==> config.mk <==
export PLATFORM = sky130hd
export DESIGN_NAME = e2q_queue
export DESIGN_NICKNAME = d
export VERILOG_FILES = /design/src/design/e2q_pkg.sv /design/src/design/e2q_queue.sv
export SDC_FILE = /design/constraint.sdc
export NUM_CORES = 1
export LEC_CHECK = 0
export BUFFER_PORTS_ARGS = -buffer_cell sky130_fd_sc_hd__buf_4
export CORE_MARGIN = 2
export CORE_UTILIZATION = 39
export CTS_CLUSTER_SIZE = 25
export DETAILED_ROUTE_END_ITERATION = 6
export GPL_TIMING_DRIVEN = 0
export PLACE_DENSITY = 0.63
export SETUP_SLACK_MARGIN = 0.02
export SKIP_LAST_GASP = 1
export SLEW_MARGIN = 40
export SYNTH_ARGS = -nofsm -noshare
export SYNTH_HDL_FRONTEND = slang
export SYNTH_SLANG_ARGS = --single-unit
export TNS_END_PERCENT = 100
==> constraint.sdc <==
create_clock -name clk -period 7.97 [get_ports clk]
set_clock_uncertainty 0.1 [all_clocks]
set_input_delay 0 -clock clk [delete_from_list [all_inputs] [get_ports clk]]
set_output_delay 0 -clock clk [all_outputs]
set_load 0.005 [all_outputs]
==> src/design/e2q_pkg.sv <==
package e2q_pkg;

  localparam int ANGLE_WIDTH = 16;
  localparam int TRIG_STAGES = 16;

  localparam int FIELD_W = 16;
  localparam int ANGLE_BITS = (ANGLE_WIDTH < FIELD_W) ? ANGLE_WIDTH : FIELD_W;
  localparam int ANGLE_SHIFT = 17;
  localparam int TABLE_LEN = 24;
  localparam int CORDIC_N = (TRIG_STAGES < TABLE_LEN) ? TRIG_STAGES : TABLE_LEN;
  // load register, one register per iteration, sign-fix register
  localparam int CORDIC_LAT = CORDIC_N + 2;

  localparam int WIDE_W = FIELD_W + ANGLE_SHIFT + 1;  // angle moved to Q30
  localparam int Z_W = 33;
  localparam int X_W = 33;
  localparam int P1_W = 2 * X_W;
  localparam int TR_W = P1_W - 30;
  localparam int P3_W = TR_W + X_W;
  localparam int SUM_W = P3_W + 1;
  localparam int Q_W = 16;

  localparam logic signed [WIDE_W-1:0] PI_Q30 = WIDE_W'(64'sd3373259426);
  localparam logic signed [WIDE_W-1:0] HALF_PI_Q30 = WIDE_W'(64'sd1686629713);
  localparam logic signed [X_W-1:0] GAIN_Q30 = X_W'(64'sd652032874);
  localparam logic signed [Q_W-1:0] ONE_Q14 = 16'sd16384;

  localparam logic signed [Z_W-1:0] ATAN_Q30 [TABLE_LEN] = '{
    33'sd843314856, 33'sd497837829, 33'sd263043836, 33'sd133525158,
    33'sd67021686, 33'sd33543515, 33'sd16775850, 33'sd8388437,
    33'sd4194282, 33'sd2097149, 33'sd1048575, 33'sd524287,
    33'sd262143, 33'sd131071, 33'sd65535, 33'sd32767,
    33'sd16383, 33'sd8191, 33'sd4095, 33'sd2047,
    33'sd1023, 33'sd511, 33'sd255, 33'sd127
  };

  typedef struct packed {
    logic signed [Z_W-1:0] z_yaw;
    logic signed [Z_W-1:0] z_pitch;
    logic signed [Z_W-1:0] z_roll;
    logic flip_yaw;
    logic flip_pitch;
    logic flip_roll;
  } e2q_item_t;

endpackage

==> src/design/e2q_queue.sv <==
module e2q_queue import e2q_pkg::*; (
  input  logic clk,
  input  logic rst,
  input  logic push_valid,
  output logic push_ready,
  input  e2q_item_t push_item,
  output logic pop_valid,
  input  logic pop_ready,
  output e2q_item_t pop_item
);

  e2q_item_t mem [2];
  logic wptr;
  logic rptr;
  logic [1:0] count;
  logic push;
  logic pop;

  assign push_ready = (count != 2'd2);
  assign pop_valid = (count != 2'd0);
  assign push = push_valid && push_ready;
  assign pop = pop_valid && pop_ready;
  assign pop_item = mem[rptr];

  always_ff @(posedge clk) begin
    if (rst) begin
      wptr <= 1'b0;
      rptr <= 1'b0;
      count <= 2'd0;
    end else begin
      if (push) wptr <= !wptr;
      if (pop) rptr <= !rptr;
      count <= count + 2'(push) - 2'(pop);
    end
  end

  always_ff @(posedge clk) begin
    if (push) begin
      mem[wptr] <= push_item;
    end
  end

endmodule

## Word-level counts from Yosys, hierarchy flattened

Memory sizes are Yosys's and may differ from the RTL's. A register that Yosys moved wholly into a read port is not among the register bits.
Cells that the tools add are included.

- Memories: 1
- Bits of input ports: 106
- RAM bits: 204
- Bits in registers: 4
- Output and inout bits: 104

- Mux-type cells: 4
- Eq/ne operators: 1
- Reduce and logical (&&, ||, !) cells: 5
- $add $sub $neg: 2

Memories:

| name | depth | width | read ports | clocked after Yosys merged registers in | wr ports | RTL line | RTL |
|---|---|---|---|---|---|---|---|
| mem | 2 | 102 | 1 | 1 | 1 | e2q_queue.sv:12 | `e2q_item_t mem [2];` |

Operators by type and width:

| operator | count |
|---|---|
| 1-bit 2-to-1 mux | 4 |
| 2-bit by 1-bit adder with 2-bit output | 1 |
| 1-bit logical AND | 2 |
| 1-bit zero test | 2 |
| 2-bit inequality test (second input constant) | 1 |
| 2-bit nonzero test | 1 |
| 2-bit by 1-bit subtractor with 2-bit output | 1 |

## Depth between registers and ports, before layout

Gate-level depths: netlist of run 1.

- Depth in word-level cells: 4
- Depth in mapped cells: 6

## Worst setup path after synthesis of run 1

OpenSTA, ideal clock, no wires.

- Path kind: reg-to-reg
- Start: register count[0]
- End: memory mem[1][0] (netlist name), enable pin
- Cell stages (with the launch flop): 3
- Required time: 7.397 ns
- Path slack: 4.397 ns
- Arrival: 3.000 ns
- Setup time: 0.473 ns
- Buffers on the path: 0
- Cell sequence: dfxtp_1 nand2b_1 and3_1

- Word-level cells in the longest chain between the ends: 4

RTL lines:

| what | RTL line | RTL |
|---|---|---|
| start: declaration | e2q_queue.sv:15 | `logic [1:0] count;` |
| start signal: assignment | e2q_queue.sv:33 | `count <= count + 2'(push) - 2'(pop);` |
| 2-bit inequality test | e2q_queue.sv:19 | `assign push_ready = (count != 2'd2);` |
| net push_ready | e2q_queue.sv:5 | `output logic push_ready,` |
| 1-bit logical AND | e2q_queue.sv:21 | `assign push = push_valid && push_ready;` |
| 1-bit 2-to-1 mux | e2q_queue.sv:38 | `if (push) begin` |
| 1-bit 2-to-1 mux (implied by the code) | e2q_queue.sv:39 | `mem[wptr] <= push_item;` |
| end: declaration | e2q_queue.sv:12 |  |

The timed path passes the listed nets, and every way through them passes these cells.

## Worst setup path in the final report of run 1

- Start: register count[1]
- End: register count[1]

- Word-level cells in the longest chain between the ends: 4

RTL lines:

| what | RTL line |
|---|---|
| 2-bit inequality test | e2q_queue.sv:19 |
| 1-bit logical AND | e2q_queue.sv:21 |
| 2-bit by 1-bit adder with 2-bit output | e2q_queue.sv:33 |
| 2-bit by 1-bit subtractor with 2-bit output (*) | e2q_queue.sv:33 |

Every way passes the cells marked *; elsewhere a longest branch is shown, timed or not.
A chain may end at the register's enable or synchronous reset.

==> results of run 1 <==
-- final cells by class --
class	instances	area, um^2
fill	1460	7990
sequential	209	6230
timing repair buffer	319	2730
multi-input combinational	125	1310
clock buffer	33	613
tap	265	332
buffer	11	108
clock inverter	4	16.3
inverter	1	11.3
-- layer usage --
metal | track usage | share of wire | up-vias
met5 | 0 | 0 | -
met4 | 0.0413 | 0.021 | 0
met3 | 0.0394 | 0.074 | 25
met2 | 0.271 | 0.52 | 145
met1 | 0.157 | 0.38 | 2164
li1 | - | - | 2064
-- how the worst max path moves through the flow --
stage	from	endpoint	slack [ns]	depth (start not counted)
floorplan	count[0]	mem[1][0]	4.40	2
global placement	count[0]	mem[1][43]	3.11	2
detailed placement	count[0]	mem[0][46]	5.96	4
CTS	count[1]	count[1]	5.72	7
global route	count[1]	count[1]	5.55	7
finish	count[1]	count[1]	5.72	7
-- placed cells by master (no fill, tap or decap), drive strengths merged --
cell / instances
nor3: 1
nor4: 1
inv: 1
xor2: 1
o21ai: 2
a21oi: 1
clkbuf: 33
o31a: 1
nand2b: 1
edfxtp: 204
o21ba: 1
nor2: 4
mux2: 102
dlygate4sd3: 106
a21bo: 1
nand3b: 1
nor2b: 2
or2: 1
ha: 1
clkinv: 4
nor4bb: 1
dfxtp: 5
nand3: 1
and3: 2
buf: 224
-- cell families (layout without fill, tap and decap cells) --
group,after synthesis,after routing,share of synthesized area
simple gates,15,15,0.0120
compound gates,6,6,0.00573
buf+inv,12,368,0.0146
fa+ha+maj,1,1,0.00164
xor+xnor,1,1,0.00115
flops,209,209,0.815
mux,102,102,0.150
-- state kept, by name (all words and copies together) (netlist names), named ones only --
signal  flops
mem       204
rptr        1
count       2
wptr        1
-- power by group --
part           switching [mW]  leakage (nW)  internal, mW  total (mW)
Combinational           0.274          2.02         0.370       0.643
Sequential             0.0257          1.95          1.33        1.36
Clock                   0.369         0.304         0.526       0.896
Total                   0.669          4.27          2.23        2.90
==> impl_metrics.env, run 1 <==
export IMPL_yosysTopAreaCellShare=0.802
export IMPL_vdd_drop_max_v=0.000179
export IMPL_drcViolationCount=0
export IMPL_p_leak_nw=4.27
export IMPL_tightest_slew_ns=0.399
export IMPL_r2r_start="count[1]"
export IMPL_cts_reportedPaths_clkPinSlew_ns=0.06
export IMPL_crit_family="simple AND/OR/NAND/NOR gates"
export IMPL_holdWs_ns=0.139
export IMPL_drt_iter0_drc=128
export IMPL_avgSynthCellArea_um2=22.1
export IMPL_cts_resized=0
export IMPL_synth_seq_area_share=0.815
export IMPL_max_cap_violations=0
export IMPL_r2r_end="count[1]"
export IMPL_crit_fanout=7
export IMPL_endpoint_kind="flop"
export IMPL_grt_pass1_wl_mm=23.2
export IMPL_yosysMostFrequentCell="edfxtp_1"
export IMPL_max_freq_ghz=0.445
export IMPL_path_cells="nor2b_1 -> o21ba_2 -> nor2_1 -> ha_1 -> nor4_1 -> nor3_2 -> dlygate4sd3_1"
export IMPL_synth_main_ff_cell="edfxtp_1"
export IMPL_hp_class="in -> reg"
export IMPL_final_setup_tns_ns=0
export IMPL_antenna_cells=0
export IMPL_post_cts_repair_setup_buffers=0
export IMPL_critPathLaunchType="flop"
export IMPL_cts_sinks=209
export IMPL_holdCritStartpoint="push_item[49]"
export IMPL_num_rows=51
export IMPL_reg2reg_slack_ns=5.72
export IMPL_cts_root_buf="clkbuf_16"
export IMPL_crit_type="reg -> reg"
export IMPL_port_buffers=209
export IMPL_grt_max_degree=61
export IMPL_fin_cells=967
export IMPL_hold_viol_final=0
export IMPL_synth_net_count=453
export IMPL_dp_hpwl_mm=9.84
export IMPL_hold_depth=2
export IMPL_setup_viol=0
export IMPL_drive_above_1_share=0.399
export IMPL_grt_pass1_vias=4792
export IMPL_numCtsBuffers=22
export IMPL_clockBufferDepth=3
export IMPL_synth_cell_types=25
export IMPL_chipHeight_um=144
export IMPL_dpl_cell_area_mm2=0.00965
export IMPL_pre_cts_ws_ns=5.96
export IMPL_yosys_top_cells_count="edfxtp_1, mux2_1, mux2_2"
export IMPL_period_minus_slack_ns=2.25
export IMPL_firstDrtPassIters=4
export IMPL_hold_end="mem[0][49]"
export IMPL_yosys_warnings=0
export IMPL_synthArstFlopShare=0
export IMPL_fin_crit_sh=0.282
export IMPL_final_cell_area_mm2=0.0113
export IMPL_place_inst=824
export IMPL_cpMaxStageDelayCell="dlygate4sd3_1"
export IMPL_power_density_mw_per_mm2=256
export IMPL_synth_area_leaders="edfxtp_1, mux2_1, mux2_2"
export IMPL_rsz0062_at_grt="false"
export IMPL_final_antenna_net_count=0
export IMPL_slew_limit_headroom=0.731
export IMPL_cp_arrival_ns=2.52
export IMPL_final_nets=796
export IMPL_synthCells=346
export IMPL_post_drt_wl_per_cell_um=16.0
export IMPL_dieWidth_um=144
export IMPL_cts_tree="built"
export IMPL_dieArea_mm2=0.0207
export IMPL_synth_edf_count=204
export IMPL_final_util=0.587
export IMPL_antenna_found_initial=0
export IMPL_clock_latency_ns=0.49
export IMPL_setup_ws_ns=5.72
export IMPL_cp_required_ns=8.25
export IMPL_synth_top_area_cell="edfxtp_1"
export IMPL_core_area_mm2=0.0193
export IMPL_reg2reg_depth=7
export IMPL_status="completed"
export IMPL_mappedNetlistArea_mm2=0.00764
export IMPL_num_vias=4398
export IMPL_track_usage=0.144
export IMPL_critical_path_buf_inv_count=1
export IMPL_ys_ff_latch=209
export IMPL_cpPeakStageDelay_ns=0.56
export IMPL_htreeDepth=1
export IMPL_start_util=0.395
export IMPL_routed_wl_mm=15.5
export IMPL_area_delta_synth_final_pct=48.4
export IMPL_place_gp_congestion=0.709
export IMPL_ctsHoldBuffers=106
export IMPL_gr_total_overflow=0
export IMPL_final_max_slew_viol_count=0
export IMPL_totalPowerFinal_mw=2.90
export IMPL_ios=210
export IMPL_viasPerCell=4.55
No activity file was read; power rests on OpenSTA's default activity.
==> run 2, diff against run 1 <==
--- a/config.mk
+++ b/config.mk
@@ -5,6 +5,7 @@
 export SDC_FILE = /design/constraint.sdc
 export NUM_CORES = 1
 export LEC_CHECK = 0
+export ABC_AREA = 1
 export BUFFER_PORTS_ARGS = -buffer_cell sky130_fd_sc_hd__buf_4
 export CORE_MARGIN = 2
 export CORE_UTILIZATION = 39
==> constraint.sdc (replaced) <==
create_clock -name clk -period 2.4 [get_ports clk]
set_clock_uncertainty 0.1 [all_clocks]
set_input_delay 0 -clock clk [delete_from_list [all_inputs] [get_ports clk]]
set_output_delay 0 -clock clk [all_outputs]
set_load 0.005 [all_outputs]
==> run 2 against run 1 <==
  * Synthesized area up 3.6%
  * Non-clock buffer count up 8
  * Final area up 5.0%
  * Worst hold slack worse by 0.033 ns
  * Flip-flop and latch count unchanged
  * Final cell count up 2.5%
  * Sequential share of layout area down 2.6 points
  * First-iteration DRC count down 13%
==> impl_metrics.env, run 2 <==
export IMPL_post_drt_wl_per_cell_um=16.0
export IMPL_firstDrtPassIters=4
export IMPL_chipHeight_um=146
export IMPL_critPathLaunchType="flop"
export IMPL_setup_viol=0
export IMPL_cts_tree="built"
export IMPL_ios=210
export IMPL_crit_fanout=10
export IMPL_hold_depth=3
export IMPL_endpoint_kind="output port"
export IMPL_cp_required_ns=2.30
export IMPL_yosys_warnings=0
export IMPL_r2r_start="count[0]"
export IMPL_antenna_found_initial=0
export IMPL_gr_total_overflow=0
export IMPL_clockBufferDepth=3
export IMPL_status="completed"
export IMPL_grt_pass1_wl_mm=24.9
export IMPL_routed_wl_mm=15.9
export IMPL_avgSynthCellArea_um2=22.4
export IMPL_vdd_drop_max_v=0.000666
export IMPL_drive_above_1_share=0.515
export IMPL_holdCritStartpoint="rst"
export IMPL_synth_edf_count=204
export IMPL_port_buffers=209
export IMPL_multi_input_area_mm2=0.00158
export IMPL_period_minus_slack_ns=1.88
export IMPL_hold_end="count[0]"
export IMPL_num_rows=52
export IMPL_cts_resized=0
export IMPL_synthArstFlopShare=0
export IMPL_drt_iter0_drc=111
export IMPL_final_cell_mix="buf_4, edfxtp_1, dlygate4sd3_1"
export IMPL_r2r_end="mem[0][13]"
export IMPL_cp_arrival_ns=1.78
export IMPL_grt_pass1_vias=4904
export IMPL_grt_max_degree=21
export IMPL_fillCellCount=1488
export IMPL_seq_area_mm2=0.00623
export IMPL_tightest_slew_ns=0.362
export IMPL_synth_net_count=460
export IMPL_final_cell_area_mm2=0.0119
export IMPL_track_usage=0.145
export IMPL_synthCells=353
export IMPL_pre_cts_ws_ns=0.575
export IMPL_yosys_top_cells_count="edfxtp_1, mux2_4, mux2_2"
export IMPL_largest_register_ff_count=204
export IMPL_synth_seq_area_share=0.786
export IMPL_ys_ff_latch=209
export IMPL_drcViolationCount=0
export IMPL_clock_latency_ns=0.50
export IMPL_cts_reportedPaths_clkPinSlew_ns=0.06
export IMPL_mappedNetlistArea_mm2=0.00792
export IMPL_start_util=0.394
export IMPL_cts_root_buf="clkbuf_16"
export IMPL_max_cap_violations=0
export IMPL_yosysMostFrequentCell="edfxtp_1"
export IMPL_rsz0062_at_grt="false"
export IMPL_htreeDepth=1
export IMPL_largest_register="mem"
export IMPL_power_density_mw_per_mm2=946
export IMPL_antenna_cells=0
export IMPL_dpl_cell_area_mm2=0.0102
export IMPL_setup_ws_ns=0.520
export IMPL_area_delta_synth_final_pct=50.4
export IMPL_hp_class="in -> reg"
export IMPL_reg_top3="mem (204), count (2)"
export IMPL_synth_main_ff_cell="edfxtp_1"
export IMPL_p_leak_nw=4.68
export IMPL_final_antenna_net_count=0
export IMPL_reg2reg_depth=7
export IMPL_layout_commonest_cell="buf_4"
export IMPL_reg2reg_slack_ns=0.59
export IMPL_core_area_mm2=0.0201
export IMPL_hold_viol_final=0
export IMPL_synth_top_area_cell="edfxtp_1"
export IMPL_slew_limit_headroom=0.758
export IMPL_final_nets=812
export IMPL_synth_area_leaders="edfxtp_1, mux2_4, mux2_2"
export IMPL_num_vias=4406
export IMPL_final_max_slew_viol_count=0
export IMPL_crit_type="reg -> out"
export IMPL_yosysTopAreaCellShare=0.774
export IMPL_max_freq_ghz=0.532
export IMPL_fin_crit_sh=0.783
export IMPL_dieWidth_um=146
export IMPL_dp_hpwl_mm=10.7
export IMPL_synth_cell_types=15
export IMPL_dieArea_mm2=0.0215
export IMPL_place_gp_congestion=0.682
export IMPL_cts_sinks=209
export IMPL_numCtsBuffers=23
export IMPL_viasPerCell=4.45
[run 2: changes by cell type after synthesis, sizes merged, moves of 2 or more]
cell	change
inv	+7
o21ai	-2
nor2b	-2
and3	-2
nor2	+5
nand2	+8
[run 2: cell families after synthesis]
logic type	count (synthesis)	share of synthesized area
xor+xnor	1	0.00111
buf+inv	19	0.0174
compound gates	2	0.00126
fa+ha+maj	1	0.00158
flops	209	0.786
mux	102	0.183
simple gates	19	0.00932
[run 2: where the power goes]
| group | total (mW) | switching, mW | internal [mW] |
|---|---|---|---|
| sequential | 4.76 | 0.136 | 4.62 |
| combinational | 3.21 | 1.27 | 1.94 |
| clock | 3.30 | 1.33 | 1.97 |
[run 2: critical path, cell delays in order (launching register included)]
cell and delay [ns]:
dfxtp_1 0.34, buf_4 0.25, buf_6 0.23, mux2_4 0.31
buf_4 0.14
[run 2: worst max path at each step]
stage	end	slack, ns	cells past startpoint
floorplan	mem[1][0]	-0.17	4
global placement	mem[1][56]	-1.02	3
detailed placement	mem[0][47]	0.58	7
CTS	pop_item[26]	0.45	4
global route	pop_item[26]	0.42	4
finish	pop_item[23]	0.52	4
[run 2: per-layer routing]
metal / vias up / share of wire / GRT usage
met4: 0 / 0.014 / 0.0296
met1: 2151 / 0.40 / 0.162
met2: 154 / 0.52 / 0.275
met3: 22 / 0.070 / 0.0406
met5: - / 0 / 0
li1: 2079 / - / -
[run 2: layout make-up]
type | instances | share of cell area
clock buffers | 27 | 0.0496
flip-flops and latches | 209 | 0.523
clock inverters | 14 | 0.00987
well taps | 270 | 0.0284
inverters | 8 | 0.00252
plain buffers | 11 | 0.00903
multi-input cells | 125 | 0.133
repair buffers | 327 | 0.245
[run 2: timing repair]
action | 4_1_cts | 5_1_grt
endpoints found under the hold margin | 212 | 0
hold buffers | 105 | 0
buffers inserted | 0 | 0
[run 2: through the flow]
step                      total power, mW   util  std cells  setup TNS (ns)  hold WS, ns
after floorplan                      6.43      -        353          -31.21      -0.0362
after detailed placement             7.97  0.505        845               0       0.0827
after global routing                 11.8  0.592        991               0        0.105
after CTS                            11.4  0.592        991               0       0.0984
after global placement               7.71  0.490        832         -205.86       0.0727
final                                11.3  0.592        991               0        0.105
