<file path="config.mk">
export PLATFORM = sky130hd
export DESIGN_NAME = e2q_front
export DESIGN_NICKNAME = d
export VERILOG_FILES = /design/src/design/e2q_pkg.sv /design/src/design/e2q_front.sv
export SDC_FILE = /design/constraint.sdc
export NUM_CORES = 1
export LEC_CHECK = 0
export BUFFER_PORTS_ARGS = -buffer_cell sky130_fd_sc_hd__buf_2
export CAP_MARGIN = 20
export CORE_ASPECT_RATIO = 1.25
export CORE_MARGIN = 5
export CORE_UTILIZATION = 45
export CTS_CLUSTER_DIAMETER = 40
export DETAILED_ROUTE_END_ITERATION = 7
export MAX_ROUTING_LAYER = met4
export PLACE_DENSITY_LB_ADDON = 0.15
export SLEW_MARGIN = 20
export SYNTH_ARGS = -nofsm -noshare
export SYNTH_HDL_FRONTEND = slang
export SYNTH_SLANG_ARGS = --single-unit
</file>
<file path="constraint.sdc">
create_clock -name clk -period 2.4 [get_ports clk]
set_clock_uncertainty 0.15 [all_clocks]
set_input_delay 0.36 -clock clk [delete_from_list [all_inputs] [get_ports clk]]
set_output_delay 0.36 -clock clk [all_outputs]
set_load 0.1 [all_outputs]
</file>
<file path="src/design/e2q_pkg.sv">
package e2q_pkg;

  localparam int ANGLE_WIDTH = 16;
  localparam int TRIG_STAGES = 16;

  localparam int FIELD_W = 16;
  localparam int ANGLE_BITS = (ANGLE_WIDTH < FIELD_W) ? ANGLE_WIDTH : FIELD_W;
  localparam int ANGLE_SHIFT = 17;
  localparam int TABLE_LEN = 24;
  localparam int CORDIC_N = (TRIG_STAGES < TABLE_LEN) ? TRIG_STAGES : TABLE_LEN;
  // load register, one register per iteration, sign-fix register
  localparam int CORDIC_LAT = CORDIC_N + 2;

  localparam int WIDE_W = FIELD_W + ANGLE_SHIFT + 1;  // angle moved to Q30
  localparam int Z_W = 33;
  localparam int X_W = 33;
  localparam int P1_W = 2 * X_W;
  localparam int TR_W = P1_W - 30;
  localparam int P3_W = TR_W + X_W;
  localparam int SUM_W = P3_W + 1;
  localparam int Q_W = 16;

  localparam logic signed [WIDE_W-1:0] PI_Q30 = WIDE_W'(64'sd3373259426);
  localparam logic signed [WIDE_W-1:0] HALF_PI_Q30 = WIDE_W'(64'sd1686629713);
  localparam logic signed [X_W-1:0] GAIN_Q30 = X_W'(64'sd652032874);
  localparam logic signed [Q_W-1:0] ONE_Q14 = 16'sd16384;

  localparam logic signed [Z_W-1:0] ATAN_Q30 [TABLE_LEN] = '{
    33'sd843314856, 33'sd497837829, 33'sd263043836, 33'sd133525158,
    33'sd67021686, 33'sd33543515, 33'sd16775850, 33'sd8388437,
    33'sd4194282, 33'sd2097149, 33'sd1048575, 33'sd524287,
    33'sd262143, 33'sd131071, 33'sd65535, 33'sd32767,
    33'sd16383, 33'sd8191, 33'sd4095, 33'sd2047,
    33'sd1023, 33'sd511, 33'sd255, 33'sd127
  };

  typedef struct packed {
    logic signed [Z_W-1:0] z_yaw;
    logic signed [Z_W-1:0] z_pitch;
    logic signed [Z_W-1:0] z_roll;
    logic flip_yaw;
    logic flip_pitch;
    logic flip_roll;
  } e2q_item_t;

endpackage

</file>
<file path="src/design/e2q_front.sv">
module e2q_front import e2q_pkg::*; (
  input  logic clk,
  input  logic rst,
  input  logic in_valid,
  output logic in_ready,
  input  logic signed [FIELD_W-1:0] yaw_angle,
  input  logic signed [FIELD_W-1:0] pitch_angle,
  input  logic signed [FIELD_W-1:0] roll_angle,
  output logic item_valid,
  input  logic item_ready,
  output e2q_item_t item
);

  logic fv;
  e2q_item_t item_next;

  // halve the angle in Q30 and fold into plus or minus pi/2
  function automatic logic [Z_W:0] reduce(input logic [FIELD_W-1:0] raw);
    logic signed [ANGLE_BITS-1:0] a;
    logic signed [WIDE_W-1:0] z;
    logic flip;
    a = raw[ANGLE_BITS-1:0];
    z = WIDE_W'(a) <<< (ANGLE_SHIFT);
    flip = 1'b0;
    if (z > HALF_PI_Q30) begin
      z = z - PI_Q30;
      flip = 1'b1;
    end else if (z < -HALF_PI_Q30) begin
      z = z + PI_Q30;
      flip = 1'b1;
    end
    return {flip, z[Z_W-1:0]};
  endfunction

  always_comb begin
    {item_next.flip_yaw, item_next.z_yaw} = reduce(yaw_angle);
    {item_next.flip_pitch, item_next.z_pitch} = reduce(pitch_angle);
    {item_next.flip_roll, item_next.z_roll} = reduce(roll_angle);
  end

  assign in_ready = !fv || item_ready;
  assign item_valid = fv;

  always_ff @(posedge clk) begin
    if (rst) begin
      fv <= 1'b0;
    end else if (in_ready) begin
      fv <= in_valid;
    end
  end

  always_ff @(posedge clk) begin
    if (in_valid && in_ready) begin
      item <= item_next;
    end
  end

endmodule

</file>
# Word-level counts from Yosys, hierarchy flattened
# Index checks and enable logic that the tools add are counted.
[totals] output_inout_bits=104 reg_bits=103
[classes] n_addsub=6 order_cmp=6 reduce_logical=3 n_mux=9
[ops] op="two-way mux 33 bit" n=6
[ops] op="adder 33 bit (second input constant)" n=3
[ops] op="greater-than comparator 33 x 32 -> 1 bit (second input constant)" n=3
[ops] op="< comparator 33 x 32 -> 1 bit (second input constant)" n=3
[ops] op="subtractor 33 bit (second input constant)" n=3
[ops] op="two-way mux 1 bit" n=3
[ops] op="logical AND 1 bit" n=1
[ops] op="zero test 1 bit" n=1
[ops] op="logical OR 1 bit" n=1

# Longest topological paths before layout
# Gate-level depths: netlist (run 1).
[logic_depth] ltp_word=3 mapped_depth=10 depth_no_buf=9

# Worst setup path after synthesis (run 1)
# Ideal clock, no wire load.
[synth_path] kind="reg2reg" startpoint="reg fv, in the netlist item_valid" endpoint="reg item[100] in the netlist's numbering, enable pin" path_buffers=0 arrival_time_ps=3034 period_less_slack_ps=3604 required_ps=1830 stages_incl_launch_ff=3 path_slack_ps=-1204 cell_sequence="dfxtp_1 > nand2b_1 > and2_1"
[synth_between] elab_chain_len=3
[synth_lines] element="from (decl)" line="e2q_front.sv:14" source="logic fv;"
[synth_lines] element="from (signal assigned)" line="e2q_front.sv:48" source="fv <= in_valid;"
[synth_lines] element="zero test 1 bit" line="e2q_front.sv:41" source="assign in_ready = !fv || item_ready;"
[synth_lines] element="logical OR 1 bit" line="e2q_front.sv:41"
[synth_lines] element="via in_ready" line="e2q_front.sv:5" source="output logic in_ready,"
[synth_lines] element="logical AND 1 bit" line="e2q_front.sv:53" source="if (in_valid && in_ready) begin"
[synth_lines] element="to (signal assigned)" line="e2q_front.sv:54" source="item <= item_next;"
[synth_lines] element="to (decl)" line="e2q_front.sv:11" source="output e2q_item_t item"
# The timed path passes the listed nets, and every way through them passes these cells.
# A chain may end at the register's enable or synchronous reset.

==> reports/results.tsv, run 1 <==
stage	metric	value	unit
logic_synthesis	yosysSeqAreaShare	0.417	
grt	grt_overflow	0	
logic_synthesis	ys_top_cells_by_area	edfxtp_1, buf_4, xnor2_1	
layout	area_delta_synth_final	24.2	%
clock_network	clk_latency	0.32	ns
run_status	status	finished clean	
grt	grt_max_degree	32	
logic_synthesis	ys_warn_count	0	
clock_network	cts_buffers	9	
clock_network	cts_resized	0	
drt	drt_iter0_markers	250	
drt	wirelength	10100	µm
clock_network	clockRootBuffer	clkbuf_16	
grt	grtUsageTotal	0.189	
worst_setup_path	required	2.32	ns
floorplanning	die_w	96.0	µm
layout	nets	608	
sta	hold_viol	0	
logic_synthesis	syn_area	0.00416	mm²
logic_synthesis	ys_seq_elements	58	
logic_synthesis	synth_top_cell_area_share	0.412	
power_and_ir_drop	p_sw_frac	0.425	
power_and_ir_drop	p_seq_frac	0.300	
clock_network	holdBufCountCts	0	
power_and_ir_drop	switchingPower	1.80	mW
grt	grt_pass1_wl	16600	µm
clock_network	clk_pin_slew_worst_paths	0.05	ns
grt	met1_usage	0.216	
power_and_ir_drop	power_density	820	mW/mm²
sta	period_needed	2.08	ns
sta	setup_viol_count_final	0	
power_and_ir_drop	pwr-share-clk	0.309	
worst_setup_path	cp-start-kind	input port	
sta	period_share	0.865	
worst_setup_path	criticalPathCategory	in -> reg	
drt	route.antenna.remaining_nets	0	
drt	post_drt_wl_per_cell	15.1	µm
logic_synthesis	synth_edf_count	57	
flow_run	maxCapViolations	0	
layout	instances_no_fill	672	
logic_synthesis	postSynth.asyncResetShare	0	
power_and_ir_drop	power_frac_comb	0.392	
floorplanning	die_y	117	µm
clock_network	clk_path_buf_depth	2	
place	dp_cells	656	
logic_synthesis	synth.distinct_cells	72	
logic_synthesis	syn_area_per_cell	9.89	µm²
clock_network	ctsHtreeMaxLevel	3	
grt	grt_use_met2	0.313	
worst_setup_path	crit_path_end_kind	flip-flop	
drt	viasPerCell	5.39	
worst_setup_path	r2r_cells	3	
grt	grt_pass1_vias	3457	
sta	grt_setup_unrepaired	false	
logic_synthesis	yosysMostFrequentCell	edfxtp_1	
sta	max_freq	482	MHz
power_and_ir_drop	p_int	2.43	mW
sta	finalMaxSlewViolations	0	
place	placed_area	0.00485	mm²
worst_setup_path	cp_data_arrival_time	1.99	ns
power_and_ir_drop	p_leak	2.24	nW
min_path	hold_class	in -> reg	
logic_synthesis	syn-instance-count	420	
logic_synthesis	ys_top_cells_by_count	edfxtp_1, buf_4, nand2_1, xnor2_1, inv_1	
clock_network	post_cts_buffers	0	
grt	busiest_layer	met2	
floorplanning	die_area	0.0113	mm²
floorplanning	num_rows	39	
grt	antenna_found_initial	0	
drt	via_count	3622	
worst_setup_path	r2r-end	item[16]	
grt	use_met3	0.0256	
logic_synthesis	ys.flop_type	edfxtp_1	
min_path	min_to	item_valid	
drt	drcViolationCount	0	
worst_setup_path	crit_fanout	7	
min_path	min_path_cells	2	
drt	dr.pass1.iters	5	
layout	antenna_cells	0	
min_path	hold_start	rst	
place	routabilityCongestion	0.869	
layout	drive_gt1_frac	0.401	
floorplanning	pin_count	156	
layout	fin_area	0.00516	mm²
power_and_ir_drop	peakVddDrop	0.000343	V
clock_network	cts_tree	yes	
worst_setup_path	regToRegStartpoint	item_valid	
place	hpwl	8030	µm
worst_setup_path	r2r_slack	0.90	ns
logic_synthesis	synth_area_leader_cell	edfxtp_1	
floorplanning	start_util	0.458	
place	io_buffers	152	
clock_network	numClockSinks	58	
layout	post-route-util	0.569	
floorplanning	core_area	0.00908	mm²
## logic make-up after synthesis
group | after synthesis | synth area share
AO/OA/AOI/OAI | 109 | 0.190
buffers and inverters | 100 | 0.142
AND/OR/NAND/NOR | 95 | 0.118
flip-flops | 58 | 0.417
XOR/XNOR | 41 | 0.0864
adder cells (fa/ha/maj) | 12 | 0.0361
multiplexers | 4 | 0.00994
other | 1 | 0.000902
## registers in the layout (all words and copies together), names as in the netlist
register    flops
item_valid      1
item           57
## stage by stage
step           setup WS, ns  TNS, ns  hold slack, ns  total power, mW
2_1_floorplan         0.209        0           0.272             2.72
3_3_place_gp        -0.0492   -0.133           0.319             2.95
3_5_place_dp        -0.0182  -0.0182           0.333             2.95
4_1_cts               0.328        0          0.0156             4.27
5_1_grt               0.229        0          0.0377             4.39
6_report              0.324        0          0.0324             4.23
## worst max-delay path: stages
cell and delay, ns:
buf_2 0.13, or4b_1 0.53, a211oi_1 0.32, o21ai_2 0.18, a211oi_1 0.25, a21oi_1 0.08, xnor2_1 0.13
## power by group through the flow
stage,sequential [mW],clock [mW],combinational [mW]
after floorplan,1.92,0,0.801
after global placement,1.29,0,1.66
after detailed placement,1.29,0,1.66
after CTS,1.27,1.34,1.66
after global routing,1.28,1.39,1.73
final,1.27,1.31,1.66
## routing by layer
metal  part of all wire  vias up
li1                   -     1735
met1               0.38     1671
met2               0.50      184
met3              0.078       32
met4              0.035        0
met5                  0        -
## how the worst max path moves through the flow
| stage | start | endpoint | slack, ns | depth (start not counted) |
|---|---|---|---|---|
| after floorplan | pitch_angle[12] | item[67] | 0.21 | 8 |
| after global placement | roll_angle[10] | item[32] | -0.05 | 7 |
| after detailed placement | roll_angle[10] | item[32] | -0.02 | 7 |
| after CTS | roll_angle[10] | item[32] | 0.33 | 7 |
| after global routing | roll_angle[10] | item[32] | 0.23 | 7 |
| final | roll_angle[10] | item[32] | 0.32 | 7 |
## layout by cell type, fill, tap and decap left out, types with 3 or more instances in the layout
master       n
buf_2      152
edfxtp_1    57
nand2_1     32
buf_4       32
xnor2_1     28
inv_1       21
nor2_1      18
o21ai_0     18
a21oi_1     15
xor2_1      13
ha_1        12
a31oi_1      9
clkbuf_16    9
o22ai_1      7
nand3_1      7
or3_1        5
inv_2        5
a211oi_1     5
a211o_1      5
a32oi_1      5
nor3_1       4
a41oi_1      4
or2_2        3
nand4_1      3
nor3b_1      3
and2_1       3
o21ai_1      3
mux2i_1      3
nand2b_1     3
o31a_1       3
conb_1       3
clkinv_1     3
## layout make-up
cell class | instances | area, µm²
multi-input combinational | 264 | 1850
sequential | 58 | 1730
clock inverter | 7 | 83.8
inverter | 26 | 97.6
tap | 123 | 154
fill | 848 | 3920
clock buffer | 9 | 225
timing repair buffer | 185 | 1020
Note: power is estimated with default switching activity, not from simulation.
==> inputs of run 2 (changes only) <==
--- a/config.mk
+++ b/config.mk
@@ -9,7 +9,8 @@
 export CAP_MARGIN = 20
 export CORE_ASPECT_RATIO = 1.25
 export CORE_MARGIN = 5
-export CORE_UTILIZATION = 45
+export CORE_UTILIZATION = 46
+export CTS_BUF_LIST = sky130_fd_sc_hd__clkbuf_4
 export CTS_CLUSTER_DIAMETER = 40
 export DETAILED_ROUTE_END_ITERATION = 7
 export MAX_ROUTING_LAYER = met4
==> run 2 against run 1 <==
Against the previous run: wire length grew 2.1%; largest cell class unchanged; first-iteration DRC count shrank 22%; flip-flop and latch count is the same; combinational power is essentially flat.
==> reports/results.tsv, run 2 (same netlist as run 1, synthesis figures left out) <==
stage	metric	value	unit
clock_network	numClockSinks	58	
worst_setup_path	required	2.43	ns
sta	setup_viol_count_final	0	
sta	grt_setup_unrepaired	false	
power_and_ir_drop	p_int	1.96	mW
min_path	hold_start	pitch_angle[1]	
worst_setup_path	cp_slowest_cell	or4b_1	
sta	hold_viol	0	
drt	via_count	3557	
floorplanning	pin_count	156	
drt	dr.pass1.iters	4	
clock_network	clk_path_buf_depth	2	
grt	grt_max_degree	31	
floorplanning	num_rows	38	
layout	drive_gt1_frac	0.399	
clock_network	cts_buffers	9	
worst_setup_path	cp_num_buf_inv	1	
drt	drt_iter0_markers	194	
layout	mostFrequentLayoutCell	buf_2	
drt	wirelength	10300	µm
sta	finalMaxSlewViolations	0	
worst_setup_path	critPathLaunch	roll_angle[9]	
place	routabilityCongestion	0.936	
sta	setup_tns	0	ns
layout	area_delta_synth_final	20.2	%
sta	period_share	0.813	
drt	post_drt_wl_per_cell	15.5	µm
layout	nets	606	
layout	largest_reg_flops	57	
clock_network	clockRootBuffer	clkbuf_4	
layout	fin_area	0.00500	mm²
drt	route.antenna.remaining_nets	0	
grt	grt_pass1_wl	15700	µm
clock_network	clk_latency	0.40	ns
floorplanning	core_area	0.00875	mm²
place	dp_cells	649	
layout	final_cell_mix	buf_2, edfxtp_1, nand2_1	
grt	antenna_found_initial	1	
power_and_ir_drop	p_seq_frac	0.340	
worst_setup_path	critical-path-top-delay-family	compound AO/OA/AOI/OAI gates	
worst_setup_path	cp_data_arrival_time	1.98	ns
sta	setup_ws	0.448	ns
layout	instances_no_fill	668	
grt	grt_overflow	0	
power_and_ir_drop	power_frac_comb	0.445	
worst_setup_path	crit_path_end_kind	flip-flop	
drt	drcViolationCount	0	
clock_network	ctsHtreeMaxLevel	3	
power_and_ir_drop	peakVddDrop	0.000345	V
drt	viasPerCell	5.32	
grt	grtUsageTotal	0.190	
sta	max_freq	512	MHz
place	placed_area	0.00482	mm²
worst_setup_path	regToRegStartpoint	item_valid	
power_and_ir_drop	p_leak	2.17	nW
floorplanning	start_util	0.475	
layout	post-route-util	0.571	
clock_network	cts_resized	0	
power_and_ir_drop	switchingPower	1.76	mW
power_and_ir_drop	pwr-share-clk	0.215	
layout	largest-register	item	
place	post-place-ws	0.0372	ns
floorplanning	die_area	0.0110	mm²
worst_setup_path	crit_top_cell	a211oi_1	
power_and_ir_drop	power_density	744	mW/mm²
floorplanning	die_y	116	µm
run_status	status	finished clean	
place	io_buffers	152	
flow_run	maxCapViolations	0	
worst_setup_path	cp-start-kind	input port	
worst_setup_path	criticalPathCategory	in -> reg	
worst_setup_path	cp_slowest_stage_delay	0.47	ns
grt	grt_pass1_vias	3325	
clock_network	cts_tree	yes	
floorplanning	die_w	95.0	µm
worst_setup_path	path_cells	buf_2 > or4b_1 > a211oi_1 > o21ai_2 > a211oi_1 > a21oi_1 > xnor2_1	
clock_network	clk_pin_slew_worst_paths	0.11	ns
place	hpwl	7930	µm
sta	period_needed	1.95	ns
min_path	hold_class	in -> reg	
power_and_ir_drop	p_sw_frac	0.472	
worst_setup_path	crit_fanout	10	
[run 2: power groups by stage]
stage          Sequential [mW]  Clock [mW]  Combinational, mW
2_1_floorplan             1.92           0              0.801
3_3_place_gp              1.29           0               1.64
3_5_place_dp              1.29           0               1.65
4_1_cts                   1.27       0.827               1.66
5_1_grt                   1.27       0.870               1.72
6_report                  1.26       0.799               1.65
[run 2: worst register-to-register path, stage by stage (launching register included)]
cell and delay (ns):
dfxtp_2 0.33, nand2b_2 0.08, and2_4 0.39, buf_12 0.27
[run 2: per-stage QoR]
stage | power, mW | hold WS (ns)
4_1_cts | 3.75 | 0.0770
5_1_grt | 3.87 | 0.109
3_5_place_dp | 2.94 | 0.344
2_1_floorplan | 2.72 | 0.272
6_report | 3.72 | 0.113
3_3_place_gp | 2.93 | 0.320
[run 2: worst paths after layout]
kind,to,slack [ns],depth (start not counted)
hold reg to reg,item[87],0.75,2
hold / removal,item[54],0.11,3
setup reg to reg,item[28],0.89,3
setup / recovery,item[32],0.45,7
[run 2: metal layers]
layer	global-route usage	vias up	wire [µm]	share of wire
met5	-	-	0	0
li1	-	1733	-	-
met3	0.0264	18	651	0.063
met1	0.219	1665	4230	0.41
met2	0.324	141	5230	0.51
met4	0.0953	0	221	0.021
[run 2: cell type report]
cell class | instances | area [µm²]
Antenna cell | 1 | 2.50
Fill cell | 834 | 3750
Tap cell | 120 | 150
Multi-Input combinational cell | 264 | 1850
Sequential cell | 58 | 1730
Clock inverter | 6 | 81.3
Inverter | 26 | 97.6
Clock buffer | 10 | 75.1
Timing Repair Buffer | 183 | 1010
[run 2: repair_timing]
action,4_1_cts,5_1_grt
setup buffers,0,0
setup endpoints to repair,0,0
endpoints found under the hold margin,1,0
hold buffers,2,0
==> inputs of run 3 (changes only) <==
==> constraint.sdc (replaced) <==
create_clock -name clk -period 1.77 [get_ports clk]
set_clock_uncertainty 0.15 [all_clocks]
set_input_delay 0.2655 -clock clk [delete_from_list [all_inputs] [get_ports clk]]
set_output_delay 0.2655 -clock clk [all_outputs]
set_load 0.1 [all_outputs]
==> run 3 against run 2 <==
Against the previous run: the run now ends with setup timing left; sequential share of layout area shrank 5.9 points; core utilization grew 12 points; first-iteration DRC count shrank 1.0%; critical path type unchanged; critical endpoint is now item[58]; largest cell class unchanged; largest power group unchanged.
==> reports/results.tsv, run 3 (same netlist as run 1, synthesis figures left out) <==
stage	metric	value	unit
worst_setup_path	r2r_cells	3	
layout	area_delta_synth_final	44.9	%
floorplanning	start_util	0.475	
worst_setup_path	regToRegStartpoint	item_valid	
worst_setup_path	cp_num_buf_inv	2	
grt	grt_max_degree	29	
grt	grt_pass1_wl	17700	µm
floorplanning	core_area	0.00875	mm²
place	post-place-ws	-0.467	ns
sta	setup_ws	-0.0118	ns
layout	drive_gt1_frac	0.518	
grt	grtUsageTotal	0.210	
clock_network	clk_latency	0.41	ns
clock_network	cts_buffers	9	
drt	dr.pass1.iters	4	
worst_setup_path	crit_path_end_kind	flip-flop	
layout	fin_area	0.00602	mm²
flow_run	maxCapViolations	0	
place	routabilityCongestion	0.851	
grt	grt_overflow	0	
sta	setup_tns	-0.0118	ns
drt	post_drt_wl_per_cell	15.2	µm
drt	route.antenna.remaining_nets	0	
layout	antenna_cells	0	
sta	setup_viol_count_final	1	
place	dp_cells	735	
power_and_ir_drop	power_frac_comb	0.460	
clock_network	clk_path_buf_depth	2	
grt	grt_pass1_vias	3800	
min_path	min_to	item[55]	
min_path	min_path_cells	2	
power_and_ir_drop	switchingPower	2.45	mW
worst_setup_path	cp-start-kind	input port	
place	hpwl	8870	µm
power_and_ir_drop	finalPower	5.45	mW
drt	wirelength	11500	µm
drt	via_count	3902	
sta	hold_viol	0	
power_and_ir_drop	power_density	905	mW/mm²
worst_setup_path	path_cells	buf_6 > nand4b_1 > or4_4 > o211ai_4 > buf_6 > nor2_4 > a22o_1 > xor2_1	
layout	largest-register	item	
run_status	failed_checks	setup timing	
clock_network	ctsHtreeMaxLevel	3	
worst_setup_path	r2r_slack	0.39	ns
floorplanning	num_rows	38	
floorplanning	die_w	95.0	µm
layout	instances_no_fill	755	
layout	post-route-util	0.688	
layout	final_cell_mix	buf_4, buf_2, edfxtp_1	
sta	max_freq	561	MHz
worst_setup_path	cp_data_arrival_time	1.80	ns
floorplanning	die_area	0.0110	mm²
power_and_ir_drop	pwr-share-clk	0.225	
drt	drt_iter0_markers	192	
layout	largest_reg_flops	57	
worst_setup_path	critical-path-top-delay-family	simple AND/OR/NAND/NOR gates	
floorplanning	pin_count	156	
worst_setup_path	required	1.79	ns
layout	mostFrequentLayoutCell	buf_4	
worst_setup_path	r2r-end	item[91]	
clock_network	numClockSinks	58	
place	io_buffers	152	
worst_setup_path	crit_fanout	5	
drt	drcViolationCount	0	
worst_setup_path	crit_top_cell	buf_6	
layout	nets	694	
power_and_ir_drop	peakVddDrop	0.000778	V
clock_network	cts_tree	yes	
run_status	status	finished, violations left	
grt	antenna_found_initial	0	
clock_network	clk_pin_slew_worst_paths	0.10	ns
sta	period_share	1.01	
worst_setup_path	crit_cells	8	
power_and_ir_drop	p_leak	2.69	nW
drt	viasPerCell	5.17	
sta	grt_setup_unrepaired	true	
layout	fillers	749	
min_path	hold_start	pitch_angle[2]	
power_and_ir_drop	p_sw_frac	0.450	
worst_setup_path	criticalPathCategory	in -> reg	
sta	finalMaxSlewViolations	0	
power_and_ir_drop	p_int	3.00	mW
power_and_ir_drop	p_seq_frac	0.316	
worst_setup_path	cp_slowest_stage_delay	0.45	ns
place	placed_area	0.00565	mm²
sta	timing.hold.ws	0.0753	ns
min_path	hold_class	in -> reg	
clock_network	clockRootBuffer	clkbuf_4	
worst_setup_path	cp_slowest_cell	or4_4	
floorplanning	die_y	116	µm
sta	period_needed	1.78	ns
[run 3: cell count changes in the layout (fill, tap and decap cells not counted), sizes merged]
cell	change
clkbuf	+22
dlygate4sd3	+2
bufinv	+1
buf	+64
diode	-1
clkinv	-1
[run 3: power by group through the flow]
| stage | combinational (mW) | sequential [mW] | clock (mW) |
|---|---|---|---|
| floorplan | 1.24 | 2.63 | 0 |
| global placement | 2.43 | 1.74 | 0 |
| detailed placement | 2.45 | 1.75 | 0 |
| CTS | 2.47 | 1.72 | 1.25 |
| global route | 2.61 | 1.73 | 1.32 |
| finish | 2.51 | 1.72 | 1.22 |
[run 3: routing by layer]
layer / vias up / GRT usage / share of wire / routed length, µm
met3: 25 / 0.0496 / 0.058 / 660
met4: 0 / 0.0818 / 0.021 / 244
li1: 1910 / - / - / -
met2: 142 / 0.357 / 0.52 / 5960
met5: - / - / 0 / 0
met1: 1825 / 0.238 / 0.40 / 4600
[run 3: area by class of cell]
cell class                      count  area, µm²  area share
Clock buffer                       10       75.1      0.0125
Inverter                           26        108      0.0179
Clock inverter                      6        105      0.0175
Tap cell                          120        150      0.0249
Multi-Input combinational cell    264       2010       0.335
Timing Repair Buffer              271       1830       0.305
Sequential cell                    58       1740       0.288
[run 3: timing repair]
item                                    in CTS  in global routing
buffers inserted                             0                  0
resized for setup                            6                 58
hold buffers                                 4                  0
hold endpoints to repair                     3                  0
pin swaps                                    0                  6
endpoints found under the setup margin      18                 49
[run 3: worst max-delay path by stage]
| stage | to | slack, ns | from |
|---|---|---|---|
| floorplan | item[67] | -0.27 | pitch_angle[9] |
| detailed placement | item[66] | -0.47 | pitch_angle[4] |
| CTS | item[7] | -0.03 | item[16] |
| global route | item[19] | -0.08 | item[19] |
| finish | item[58] | -0.01 | pitch_angle[9] |
| global placement | item[66] | -0.42 | pitch_angle[4] |
[run 3: worst register-to-register path, stage by stage (launching register included)]
cell	delay (ns)
dfxtp_4	0.36
nand2b_4	0.07
and2_4	0.26
buf_12	0.22
